--- src/rtl/pll_divider_search_core_defines.svh ---
// Assertion macros for the PLL divider search core.
// Included by the top level; the macros expect clk and arst_n in scope.
`ifndef PLL_DIVIDER_SEARCH_CORE_DEFINES_SVH
`define PLL_DIVIDER_SEARCH_CORE_DEFINES_SVH

// A condition that must hold at every clock edge out of reset.
`define PDS_ASSERT(lbl, cond, msg) \
	lbl: assert property (@(posedge clk) disable iff (!arst_n) (cond)) else $error(msg);

// A condition that must hold at the clock edge that follows a trigger.
`define PDS_ASSERT_NEXT(lbl, pre, post, msg) \
	lbl: assert property (@(posedge clk) disable iff (!arst_n) (pre) |=> (post)) else $error(msg);

`endif

--- src/rtl/pds_pkg.sv ---
// Package for the PLL divider search core: constants, payload and control types.
// No dependencies; used by the divider, the window check and the top level.
`default_nettype none

package pds_pkg;

	localparam int EXT_W = 27;
	localparam int TGT_W = 29;
	localparam int M_W = 7;
	localparam int N_W = 9;
	localparam int PC_W = 2;
	localparam int P_NUM = 4;
	localparam int PV_W = 4;
	localparam int DVD_W = 36;
	localparam int DVS_W = 6;
	localparam int BND_W = 33;

	localparam logic [EXT_W-1:0] INTERNAL_HZ = EXT_W'(16000000);
	localparam logic [M_W-1:0] M_FIRST = M_W'(2);
	localparam logic [M_W-1:0] M_LAST = M_W'(63);
	localparam logic [N_W-1:0] N_LOW = N_W'(50);
	localparam logic [N_W-1:0] N_HIGH = N_W'(432);
	localparam logic [DVD_W-1:0] REF_LOW = DVD_W'(1000000);
	localparam logic [DVD_W-1:0] REF_HIGH = DVD_W'(2000000);
	localparam logic [DVD_W-1:0] VCO_LOW = DVD_W'(50000000);
	localparam logic [DVD_W-1:0] VCO_HIGH = DVD_W'(432000000);

	typedef struct packed {
		logic use_external;
		logic [EXT_W-1:0] external_freq;
		logic [TGT_W-1:0] target_freq;
	} req_item_t;

	typedef struct packed {
		logic [M_W-1:0] div_m;
		logic [N_W-1:0] mult_n;
		logic [PC_W-1:0] div_p_code;
		logic found;
	} rsp_item_t;

	typedef struct packed {
		logic start;
		logic [DVD_W-1:0] dividend;
		logic [DVS_W-1:0] divisor;
	} div_req_t;

	typedef struct packed {
		logic done;
		logic [DVD_W-1:0] quotient;
		logic [DVS_W-1:0] remainder;
	} div_rsp_t;

	typedef struct packed {
		logic hit;
		logic [PC_W-1:0] code;
	} win_rsp_t;

	typedef logic [P_NUM-1:0][BND_W-1:0] bnd_arr_t;

	typedef enum logic [3:0] {
		ST_IDLE,
		ST_PREP,
		ST_PFD_START,
		ST_PFD_WAIT,
		ST_VCO_START,
		ST_VCO_WAIT,
		ST_TRIAL,
		ST_NEXT_M,
		ST_FINISH
	} state_t;

	function automatic logic [PV_W-1:0] p_value(input logic [PC_W-1:0] code);
		logic [PV_W-1:0] v;
		case (code)
			2'd0: v = PV_W'(2);
			2'd1: v = PV_W'(4);
			2'd2: v = PV_W'(6);
			default: v = PV_W'(8);
		endcase
		return v;
	endfunction

endpackage

`default_nettype wire

--- src/rtl/pds_divider.sv ---
// Restoring radix-2 divider shared by the search sequencer, one quotient bit per cycle.
// Depends on pds_pkg for widths and the request and response structs.
`default_nettype none

module pds_divider (
	input  logic clk,
	input  logic arst_n,
	input  pds_pkg::div_req_t req,
	output pds_pkg::div_rsp_t rsp
);
	import pds_pkg::*;

	localparam int CNT_W = $clog2(DVD_W);

	logic [DVD_W-1:0] quo_q;
	logic [DVS_W-1:0] rem_q;
	logic [DVS_W-1:0] dvs_q;
	logic [CNT_W-1:0] cnt_q;
	logic busy_q;
	logic done_q;
	logic [DVS_W:0] trial;
	logic [DVS_W:0] diff;
	logic ge;

	assign trial = {rem_q, quo_q[DVD_W-1]};
	assign ge = trial >= {1'b0, dvs_q};
	assign diff = trial - {1'b0, dvs_q};

	always_ff @(posedge clk or negedge arst_n) begin
		if (!arst_n) begin
			busy_q <= 1'b0;
			done_q <= 1'b0;
			cnt_q <= '0;
		end else begin
			done_q <= 1'b0;
			if (req.start) begin
				busy_q <= 1'b1;
				cnt_q <= '0;
			end else if (busy_q) begin
				if (cnt_q == CNT_W'(DVD_W - 1)) begin
					busy_q <= 1'b0;
					done_q <= 1'b1;
				end else begin
					cnt_q <= cnt_q + CNT_W'(1);
				end
			end
		end
	end

	always_ff @(posedge clk) begin
		if (req.start) begin
			quo_q <= req.dividend;
			rem_q <= '0;
			dvs_q <= req.divisor;
		end else if (busy_q) begin
			quo_q <= {quo_q[DVD_W-2:0], ge};
			rem_q <= ge ? diff[DVS_W-1:0] : trial[DVS_W-1:0];
		end
	end

	assign rsp.done = done_q;
	assign rsp.quotient = quo_q;
	assign rsp.remainder = rem_q;

endmodule

`default_nettype wire

--- src/rtl/pds_window.sv ---
// Output window check: finds the first P whose scaled target bounds contain the VCO value.
// Depends on pds_pkg for the bound array and result types.
`default_nettype none

module pds_window (
	input  logic [pds_pkg::DVD_W-1:0] vco,
	input  pds_pkg::bnd_arr_t lo,
	input  pds_pkg::bnd_arr_t hi,
	input  logic tzero,
	output pds_pkg::win_rsp_t rsp
);
	import pds_pkg::*;

	always_comb begin
		rsp.hit = 1'b0;
		rsp.code = '0;
		for (int k = P_NUM - 1; k >= 0; k--) begin
			if (vco >= DVD_W'(lo[k]) && vco < DVD_W'(hi[k])) begin
				rsp.hit = !tzero;
				rsp.code = PC_W'(k);
			end
		end
	end

endmodule

`default_nettype wire

--- src/rtl/pll_divider_search_core.sv ---
// PLL divider search core: request and response channels, search sequencer.
// A usable M runs the shared divider twice (reference/M, reference*432/M), others once.
// One request is in work at a time; a finished result waits in an output register.
// Reset clears the sequencer and the response valid; the datapath registers are not reset.
// Depends on pds_pkg, pds_divider, pds_window and pll_divider_search_core_defines.svh.
`default_nettype none

`include "pll_divider_search_core_defines.svh"

module pll_divider_search_core (
	input  logic clk,
	input  logic arst_n,
	input  logic req_valid,
	output logic req_stall,
	input  pds_pkg::req_item_t req_data,
	output logic rsp_valid,
	input  logic rsp_stall,
	output pds_pkg::rsp_item_t rsp_data
);
	import pds_pkg::*;

	state_t state_q;
	state_t state_d;
	logic [PC_W-1:0] k_q;
	logic rsp_valid_q;
	rsp_item_t rsp_data_q;

	logic [EXT_W-1:0] ref_q;
	logic [TGT_W-1:0] tlo_q;
	logic [TGT_W:0] thi_q;
	logic tzero_q;
	bnd_arr_t lo_q;
	bnd_arr_t hi_q;
	logic [M_W-1:0] m_q;
	logic [N_W-1:0] n_q;
	logic [EXT_W-1:0] pfd_q;
	logic [DVS_W-1:0] prem_q;
	logic [DVD_W-1:0] vco_q;
	logic [DVS_W-1:0] vrem_q;
	logic fin_found_q;
	logic [PC_W-1:0] fin_code_q;

	div_req_t div_req;
	div_rsp_t div_rsp;
	win_rsp_t win;

	logic [PV_W-1:0] pv;
	logic [BND_W-1:0] prod_lo;
	logic [BND_W-1:0] prod_hi;
	logic n_low;
	logic vco_lo;
	logic vco_hi;
	logic borrow;
	logic [DVS_W-1:0] vrem_step;
	logic [DVD_W-1:0] vco_step;
	logic rsp_free;

	pds_divider u_divider (
		.clk(clk),
		.arst_n(arst_n),
		.req(div_req),
		.rsp(div_rsp)
	);

	pds_window u_window (
		.vco(vco_q),
		.lo(lo_q),
		.hi(hi_q),
		.tzero(tzero_q),
		.rsp(win)
	);

	assign pv = p_value(k_q);
	assign prod_lo = BND_W'(pv) * BND_W'(tlo_q);
	assign prod_hi = BND_W'(pv) * BND_W'(thi_q);

	assign n_low = n_q < N_LOW;
	assign vco_lo = vco_q < VCO_LOW;
	assign vco_hi = vco_q > VCO_HIGH;

	// Stepping N down by one subtracts reference/M from the running quotient.
	assign borrow = vrem_q < prem_q;
	assign vrem_step = borrow
		? DVS_W'({1'b0, vrem_q} + m_q - {1'b0, prem_q})
		: DVS_W'({1'b0, vrem_q} - {1'b0, prem_q});
	assign vco_step = vco_q - DVD_W'(pfd_q) - DVD_W'(borrow);

	assign rsp_free = !rsp_valid_q || !rsp_stall;

	always_ff @(posedge clk or negedge arst_n) begin
		if (!arst_n) begin
			state_q <= ST_IDLE;
			k_q <= '0;
			rsp_valid_q <= 1'b0;
		end else begin
			state_q <= state_d;
			if (state_q == ST_PREP) begin
				k_q <= k_q + PC_W'(1);
			end else begin
				k_q <= '0;
			end
			if (state_q == ST_FINISH && rsp_free) begin
				rsp_valid_q <= 1'b1;
			end else if (!rsp_stall) begin
				rsp_valid_q <= 1'b0;
			end
		end
	end

	always_comb begin
		state_d = state_q;
		div_req.start = 1'b0;
		div_req.dividend = DVD_W'(ref_q);
		div_req.divisor = m_q[DVS_W-1:0];
		case (state_q)
			ST_IDLE: begin
				if (req_valid) begin
					state_d = ST_PREP;
				end
			end
			ST_PREP: begin
				if (k_q == PC_W'(P_NUM - 1)) begin
					state_d = ST_PFD_START;
				end
			end
			ST_PFD_START: begin
				div_req.start = 1'b1;
				state_d = ST_PFD_WAIT;
			end
			ST_PFD_WAIT: begin
				if (div_rsp.done) begin
					if (div_rsp.quotient < REF_LOW) begin
						state_d = ST_FINISH;
					end else if (div_rsp.quotient > REF_HIGH) begin
						state_d = ST_NEXT_M;
					end else begin
						state_d = ST_VCO_START;
					end
				end
			end
			ST_VCO_START: begin
				div_req.start = 1'b1;
				div_req.dividend = DVD_W'(ref_q) * DVD_W'(N_HIGH);
				state_d = ST_VCO_WAIT;
			end
			ST_VCO_WAIT: begin
				if (div_rsp.done) begin
					state_d = ST_TRIAL;
				end
			end
			ST_TRIAL: begin
				if (n_low || vco_lo) begin
					state_d = ST_NEXT_M;
				end else if (!vco_hi && win.hit) begin
					state_d = ST_FINISH;
				end
			end
			ST_NEXT_M: begin
				if (m_q == M_LAST) begin
					state_d = ST_FINISH;
				end else begin
					state_d = ST_PFD_START;
				end
			end
			ST_FINISH: begin
				if (rsp_free) begin
					state_d = ST_IDLE;
				end
			end
			default: begin
				state_d = ST_IDLE;
			end
		endcase
	end

	always_ff @(posedge clk) begin
		case (state_q)
			ST_IDLE: begin
				if (req_valid) begin
					ref_q <= req_data.use_external ? req_data.external_freq : INTERNAL_HZ;
					tlo_q <= req_data.target_freq - TGT_W'(1);
					thi_q <= {1'b0, req_data.target_freq} + (TGT_W + 1)'(2);
					tzero_q <= req_data.target_freq == '0;
					m_q <= M_FIRST;
					n_q <= N_HIGH;
					fin_found_q <= 1'b0;
					fin_code_q <= '0;
				end
			end
			ST_PREP: begin
				lo_q[k_q] <= prod_lo;
				hi_q[k_q] <= prod_hi;
			end
			ST_PFD_WAIT: begin
				if (div_rsp.done) begin
					pfd_q <= div_rsp.quotient[EXT_W-1:0];
					prem_q <= div_rsp.remainder;
				end
			end
			ST_VCO_WAIT: begin
				if (div_rsp.done) begin
					vco_q <= div_rsp.quotient;
					vrem_q <= div_rsp.remainder;
				end
			end
			ST_TRIAL: begin
				if (!(n_low || vco_lo)) begin
					if (!vco_hi && win.hit) begin
						fin_found_q <= 1'b1;
						fin_code_q <= win.code;
					end else begin
						n_q <= n_q - N_W'(1);
						vco_q <= vco_step;
						vrem_q <= vrem_step;
					end
				end
			end
			ST_NEXT_M: begin
				m_q <= m_q + M_W'(1);
				n_q <= N_HIGH;
			end
			ST_FINISH: begin
				if (rsp_free) begin
					rsp_data_q.div_m <= m_q;
					rsp_data_q.mult_n <= n_q;
					rsp_data_q.div_p_code <= fin_code_q;
					rsp_data_q.found <= fin_found_q;
				end
			end
			default: begin
			end
		endcase
	end

	assign req_stall = state_q != ST_IDLE;
	assign rsp_valid = rsp_valid_q;
	assign rsp_data = rsp_data_q;

	`PDS_ASSERT(a_found_in_range, !(rsp_valid && rsp_data.found) || (rsp_data.div_m <= M_LAST && rsp_data.mult_n >= N_LOW), "found result with M or N out of range")
	`PDS_ASSERT(a_trial_rem_below_m, state_q != ST_TRIAL || {1'b0, vrem_q} < m_q, "running remainder not below M")
	`PDS_ASSERT(a_rsp_from_finish, !$rose(rsp_valid_q) || $past(state_q) == ST_FINISH, "response raised outside the finish state")
	`PDS_ASSERT_NEXT(a_rsp_drop, rsp_valid_q && !rsp_stall && state_q != ST_FINISH, !rsp_valid_q, "response held after transfer")

endmodule

`default_nettype wire
--- config.mk ---
export PLATFORM = sky130hd
export DESIGN_NAME = pll_divider_search_core
export DESIGN_NICKNAME = d
export VERILOG_FILES = /design/src/rtl/pds_pkg.sv /design/src/rtl/pds_divider.sv /design/src/rtl/pds_window.sv /design/src/rtl/pll_divider_search_core.sv
export VERILOG_INCLUDE_DIRS = /design/src /design/src/rtl
export SDC_FILE = /design/constraint.sdc
export NUM_CORES = 2
export LEC_CHECK = 0
export BUFFER_PORTS_ARGS = -buffer_cell sky130_fd_sc_hd__buf_2
export CAP_MARGIN = 40
export CORE_ASPECT_RATIO = 1.2
export CORE_MARGIN = 3
export CORE_UTILIZATION = 69
export DETAILED_ROUTE_END_ITERATION = 10
export GPL_TIMING_DRIVEN = 0
export PLACE_DENSITY_LB_ADDON = 0.3
export SLEW_MARGIN = 20
export SYNTH_ARGS = -nofsm -noshare
export SYNTH_HDL_FRONTEND = slang
export SYNTH_SLANG_ARGS = --single-unit
export TNS_END_PERCENT = 5
--- constraint.sdc ---
create_clock -name clk -period 9.2 [get_ports clk]
set_clock_uncertainty 0.2 [all_clocks]
set_input_delay 0 -clock clk [delete_from_list [all_inputs] [get_ports clk]]
set_output_delay 0 -clock clk [all_outputs]
set_load 0.005 [all_outputs]
======== Word-level counts from Yosys, hierarchy flattened ========
Cells that the tools add are included.
Widths: inputs -> output; s select.
cells by class
  add/subtract/negate cells ............... 12
  $mul .................................... 3
  magnitude comparators ................... 17
  equal/unequal tests ..................... 24
  multiplexer cells ....................... 60
  reductions and logical operators ........ 32
operator list
  cell                   count
  $bwmux 132             2
  $mux 36                6
  $ge 36x33->1           4
  $lt 36x33->1           4
  $pmux 36 s2            1
  $demux 33 s2           1
  $mux 6                 8
  $gt 36x21->1 const B   1
  $gt 36x29->1 const B   1
  $lt 36x20->1 const B   1
  $lt 36x26->1 const B   1
  $mux 4                 9
  $pmux 4 s9             1
  $sub 36x1->36          1
  $sub 36x27->36         1
  $mul 4x29->33          1
  $mul 4x30->33          1
  $mux 33                1
  $mul 27x5->32 const B  1
  $add 29x2->30 const B  1
  $logic_not 29->1       1
  $sub 29x1->29 const B  1
  $mux 9                 3
  $pmux 9 s3             1
  other kinds (43)       95
word-level totals
  flip-flop bits (word level) ............. 527
  input port bits ......................... 61
  output and inout bits ................... 21
  logic and storage cells ................. 181

======== Logic depth before layout (Yosys ltp) ========
  word-level depth ........................ 10
  depth in mapped cells ................... 23
  depth with buffers taken out ............ 22

======== Hierarchy ========
From an unflattened synthesis, not the netlist that was laid out.
unflattened totals
  cells, all modules ...................... 3712
  area total of the unflattened synthesis .. 37881.3 um^2
by module, submodules not included
  module                   times used  cells each  area an instance (um^2)  sequential area each (um^2)
  pll_divider_search_core  1           2589        28680.0                  13868.3
  pds_window               1           925         6536.3                   0.0
  pds_divider              1           198         2665.1                   1581.5

======== Worst setup path before layout ========
No wires, ideal clock.
  path kind ............................... reg2reg
  start ................................... register vco_q[18]
  end ..................................... register vco_q[0], enable pin
  library setup time ...................... 0.507 ns
  arrival ................................. 4.537 ns
  data required time ...................... 8.493 ns
  slack ................................... 3.957 ns
  stages on the path, launching flop included .. 9
  buffers on the path ..................... 0
  period minus slack after synthesis ...... 5.243 ns
  cells stage by stage .................... edfxtp_1 > ha_1 > nand3_1 > or3_1 > o311a_1 > or4_1 > a21oi_2 > a31oi_1 > o32ai_1
between the ends
  cells in the longest elaborated chain, start to end .. 9
  elaborated cells on any way between the ends .. 24
  classes of those cells .................. 10 x order compare; 2 x eq/ne; 4 x mux; 8 x reduce/logical
ends and longest elaborated chain
  element                                       RTL line                        text
  start, declared                               pll_divider_search_core.sv:38   logic [DVD_W-1:0] vco_q;
  start signal, assigned                        pll_divider_search_core.sv:202  vco_q <= div_rsp.quotient;
  start signal, assigned                        pll_divider_search_core.sv:213  vco_q <= vco_step;
  $ge 36x33->1 or $lt 36x33->1 (tied branches)  pds_window.sv:18                if (vco >= DVD_W'(lo[k]) && vco < DVD_W'(hi[k])) begin
  $logic_and 1x1->1                             pds_window.sv:18
  $mux 3 (4 in a row)                           pds_window.sv:18
  $logic_and 1x1->1                             pll_divider_search_core.sv:208  if (!vco_hi && win.hit) begin
  $ne 2x2->1 (no source line)                   n/a
  $reduce_and 4->1 (no source line) *           n/a
Every way passes the cells marked *; elsewhere a longest branch is shown, timed or not.
A chain may end at the register's enable or synchronous reset.

======== Worst setup path in the final report ========
  start ................................... register k_q[0]
  end ..................................... register hi_q[65] (netlist name), data pin
between the ends
  elaborated cells on any way between the ends .. 11
  classes of those cells .................. 1 x mul; 2 x order compare; 2 x eq/ne; 4 x mux; 2 x reduce/logical
RTL lines
  element                                   RTL line                        text
  start, declared                           pll_divider_search_core.sv:24   logic [PC_W-1:0] k_q;
  start signal, assigned                    pll_divider_search_core.sv:98   k_q <= k_q + PC_W'(1);
  $eq 2x2->1, or another cell as far along  pds_pkg.sv:74                   case (code)
  $pmux 4 s3 *                              pds_pkg.sv:74
  $mul 4x30->33 *                           pll_divider_search_core.sv:75   assign prod_hi = BND_W'(pv) * BND_W'(thi_q);
  named net prod_hi[32]                     pll_divider_search_core.sv:49   logic [BND_W-1:0] prod_hi;
  $bwmux 132 *                              pll_divider_search_core.sv:192  hi_q[k_q] <= prod_hi;
  end signal, assigned by index             pll_divider_search_core.sv:192
  end, declared                             pll_divider_search_core.sv:33   bnd_arr_t hi_q;
The timed path passes the listed nets; every way through them passes the cells marked *.

==> summary.md <==
| Metric | Value |
|---|---|
| Hold Vio Cnt, Final | `0` |
| Slowest cell on crit path | `dfrtp_1` |
| RSZ-0062 raised after global routing | `false` |
| Synth cell types | `between 70 and 80` |
| Multi-input logic area | `19,100 um^2` |
| Worst EP required | `between 9 and 10 ns` |
| Synth area leader | `edfxtp_1` |
| Post-synth EDFFs | `498` |
| Total negative slack | `0 ns` |
| Clk slew on worst S/H paths | `approximately 0.070 ns` |
| Placed Cells | `between 4,000 and 5,000` |
| Synth warn | `0` |
| Post-Route WL | `95,400 um` |
| Port bufs | `70` |
| Avg Cell Area, Syn | `just over 10 um^2` |
| Clk_lat worst skew | `0.62 ns` |
| Critical path, cell by cell | `inv_1, ha_1, clkbuf_1, clkbuf_1, nand2_1, fa_1, inv_1, ha_1, ha_1, fa_1, a211oi_1, o21ai_0, a31oi_1, o21a_1, o31ai_1, o41a_1, a211o_1, a21oi_1, xnor2_1` |
| Filler cells | `between 3,000 and 4,000` |
| Finished Core Util | `78.7%` |
| Area contributors post-synth | `edfxtp_1, ha_1, inv_1` |
| Num rows | `92` |
| Root Buffer | `clkbuf_16` |
| CP max stage delay | `0.55 ns` |
| Vias/cell | `roughly 6` |
| Area growth from synthesis to layout | `12.1%` |
| Hpwl dp | `67,800 um` |
| Htree depth | `2` |
| Cell count after synthesis | `3,639` |
| Startpoint Class | `register` |
| Worst setup EP type | `register` |
| Drt pass-1 iters | `6` |
| Fmax | `between 150 and 200 MHz` |
| Crit-path most repeated cell | `ha_1` |
| # clock sinks | `519` |
| Top cell type's share of synthesized area | `40.3%` |
| Max FO, Critical Path | `10` |
| I/O pin cnt | `82` |
| Worst slew pin tran | `0.854 ns` |
| Final setup vio count | `0` |
| # DRC | `0` |
| Async SR Flop Fraction | `under 10%` |
| Power per cell area | `around 120 nW/um^2` |
| Antenna Nets Post-Route | `0` |
| CP arrival | `approximately 6.6 ns` |
| CTS buffer count | `between 50 and 60` |
| Maximum VDD drop | `0.000160 V` |
| Slew HR | `a little over two fifths` |
| Design Power | `4.91 mW` |
| Final-report max-slew violation count | `0` |
| First-pass GRT wire length | `150,000 um` |
| Largest net degree at the start of global routing | `69` |
| Die area | `56,700 um^2` |
| Setup CP Type | `reg -> reg` |
| Place WS | `2.93 ns` |
| Final Worst Setup Slack | `around 2.7 ns` |
| Ant diodes | `0` |
| Share of layout cells above drive strength 1 | `between 5 and 6%` |
| Crit path buf inv count | `4` |
| Gr usage total | `33.8%` |
| Final min period | `around 6.5 ns` |
| CTS tree | `done` |
| Nets | `roughly 4,600` |
| Antenna violations before repair | `1` |
| Part of the Yosys area used for sequential elements | `between 40% and 50%` |
| Initial core utilization | `70.2%` |
| Most used DFF post-synth | `edfxtp_1` |
| Core ar. | `roughly 53,000 um^2` |
| Hold crit path type | `in -> reg` |
| Grt ovf | `0` |
| 1st-iter DRT viols | `2,745` |
| WL/cell | `20.5 um` |
| FF+latch area | `15,400 um^2` |
| Run status | `complete, no violations` |
| Tcrit/Tclk final | `between 70 and 80%` |
| Maximum root-to-sink buffer count | `3` |
| CP top delay family | `compound AO/OA/AOI/OAI gates` |
| Vias in the first global route | `28,900` |
| Chip Height | `around 260 um` |
| Mapped Area | `37,200 um^2` |
| Maxcap violations | `0` |
| Post-CTS resize count | `0` |
| P_leak | `19.2 nW` |
| Post-Syn Nets | `4,329` |
| Synthesized flop and latch total | `just over 500` |
| Die width | `218 um` |
| RePlAce Congestion | `0.939` |
| Vias | `28,400` |
| Non-filler cells, final | `4,645` |
[logic make-up after synthesis]
| kind of cell | Yosys count | share of synthesized area (%) |
|---|---|---|
| AND/OR/NAND/NOR | 931 | 11.9 |
| XOR/XNOR | 175 | 4.13 |
| flip-flops | 519 | 41.6 |
| AO/OA/AOI/OAI | 665 | 11.5 |
| adder cells (fa/ha/maj) | 629 | 23.5 |
| multiplexers | 8 | 0.222 |
| buffers and inverters | 712 | 7.21 |
[worst reg2reg max path: cells and delay by family, from the launching register on]
kind	cells	cell delay, ns
AOI/OAI and AO/OA	8	2.13
adders and majority gates	5	1.86
xor gates and xnor gates	1	0.27
buffers and inverters	4	1.00
DFF	1	0.55
and+or+nand+nor	1	0.16
[layout by cell type, fill, tap and decap left out, drive strengths merged, types with 15 or more instances in the layout]
cell type    count
nand2          352
buf             93
xnor2           97
or2             15
dlygate4sd3    117
clkinv          23
nor3            54
a21oi          185
a211oi          48
edfxtp         498
nor2b           17
a31oi           44
nor2           181
o31ai           16
clkbuf         126
nand2b          29
or3             21
xor2            78
o211ai          19
o21ai          141
nand3           70
ha             516
fa             113
nand4           51
a21o            96
inv            639
nor4            22
and3            24
o21bai          22
dfrtp           15
and2            57
[report_power, final]
part	switching [mW]	internal [mW]	leakage, nW	total, mW
sequential	0.0000000000000000298	2.55	4.69	2.55
combinational	0.0376	0.0504	13.6	0.0880
clock	0.960	1.30	0.856	2.26
total	0.998	3.91	19.2	4.91
[final timing paths]
check | slack (ns) | cells after the start | end | from
min | 0.01 | 3 | ref_q[8] | req_data[56]
max | 2.73 | 19 | hi_q[65] | k_q[0]
min reg2reg | 0.23 | 0 | rsp_data[1] | fin_code_q[0]
min in group asynchronous | 0.09 | 3 | u_divider.cnt_q[2] | arst_n
max in group asynchronous | 8.31 | 4 | k_q[1] | arst_n
max reg2reg | 2.73 | 19 | hi_q[65] | k_q[0]
[metal layers]
metal  vias to the layer above  GRT usage (%)  part of all wire (%)
met4                         0           15.8                   4.9
met2                      1348           57.2                    48
met1                     13500           42.1                    38
li1                      13200              -                     -
met3                       327           6.66                   8.9
met5                         -              0                     0
[cell type report]
class                           count  area share (%)
Buffer                             75           0.688
Clock buffer                       55            3.10
Clock inverter                     40            1.15
Inverter                          637            5.75
Multi-Input combinational cell   2408            45.8
Sequential cell                   519            37.1
Tap cell                          705            2.12
Timing Repair Buffer              206            4.34
[through the flow]
step / instance area [um^2] / hold slack [ns]
2_1_floorplan: 37200 / -0.496
3_3_place_gp: 38400 / -0.241
3_5_place_dp: 38700 / -0.240
4_1_cts: 41600 / 0.000328
5_1_grt: 41700 / 0.0509
6_report: 41700 / 0.0107
[sequential cells by signal, indices dropped and copies added, names as in the netlist, 4 cells and up]
name / flops
tlo_q: 29
m_q: 7
state_q: 4
prem_q: 6
lo_q: 128
u_divider.quo_q: 36
u_divider.rem_q: 6
vco_q: 36
u_divider.cnt_q: 6
vrem_q: 6
ref_q: 27
n_q: 9
thi_q: 30
rsp_data: 19
pfd_q: 27
hi_q: 128
u_divider.dvs_q: 6
[synthesized netlist by cell type (70+ instances only)]
master and n:
ha_1 516, a21o_1 96, nor2_1 181, o21ai_0 138, inv_1 636, nand2_1 352
a21oi_1 184, xor2_1 78, edfxtp_1 498, fa_1 113, nand3_1 70, xnor2_1 97
[timing repair]
item | 4_1_cts | 5_1_grt
setup buffers | 0 | 0
hold endpoints to repair | 152 | 0
hold buffers | 117 | 0
Note: power is estimated with default switching activity, not from simulation.
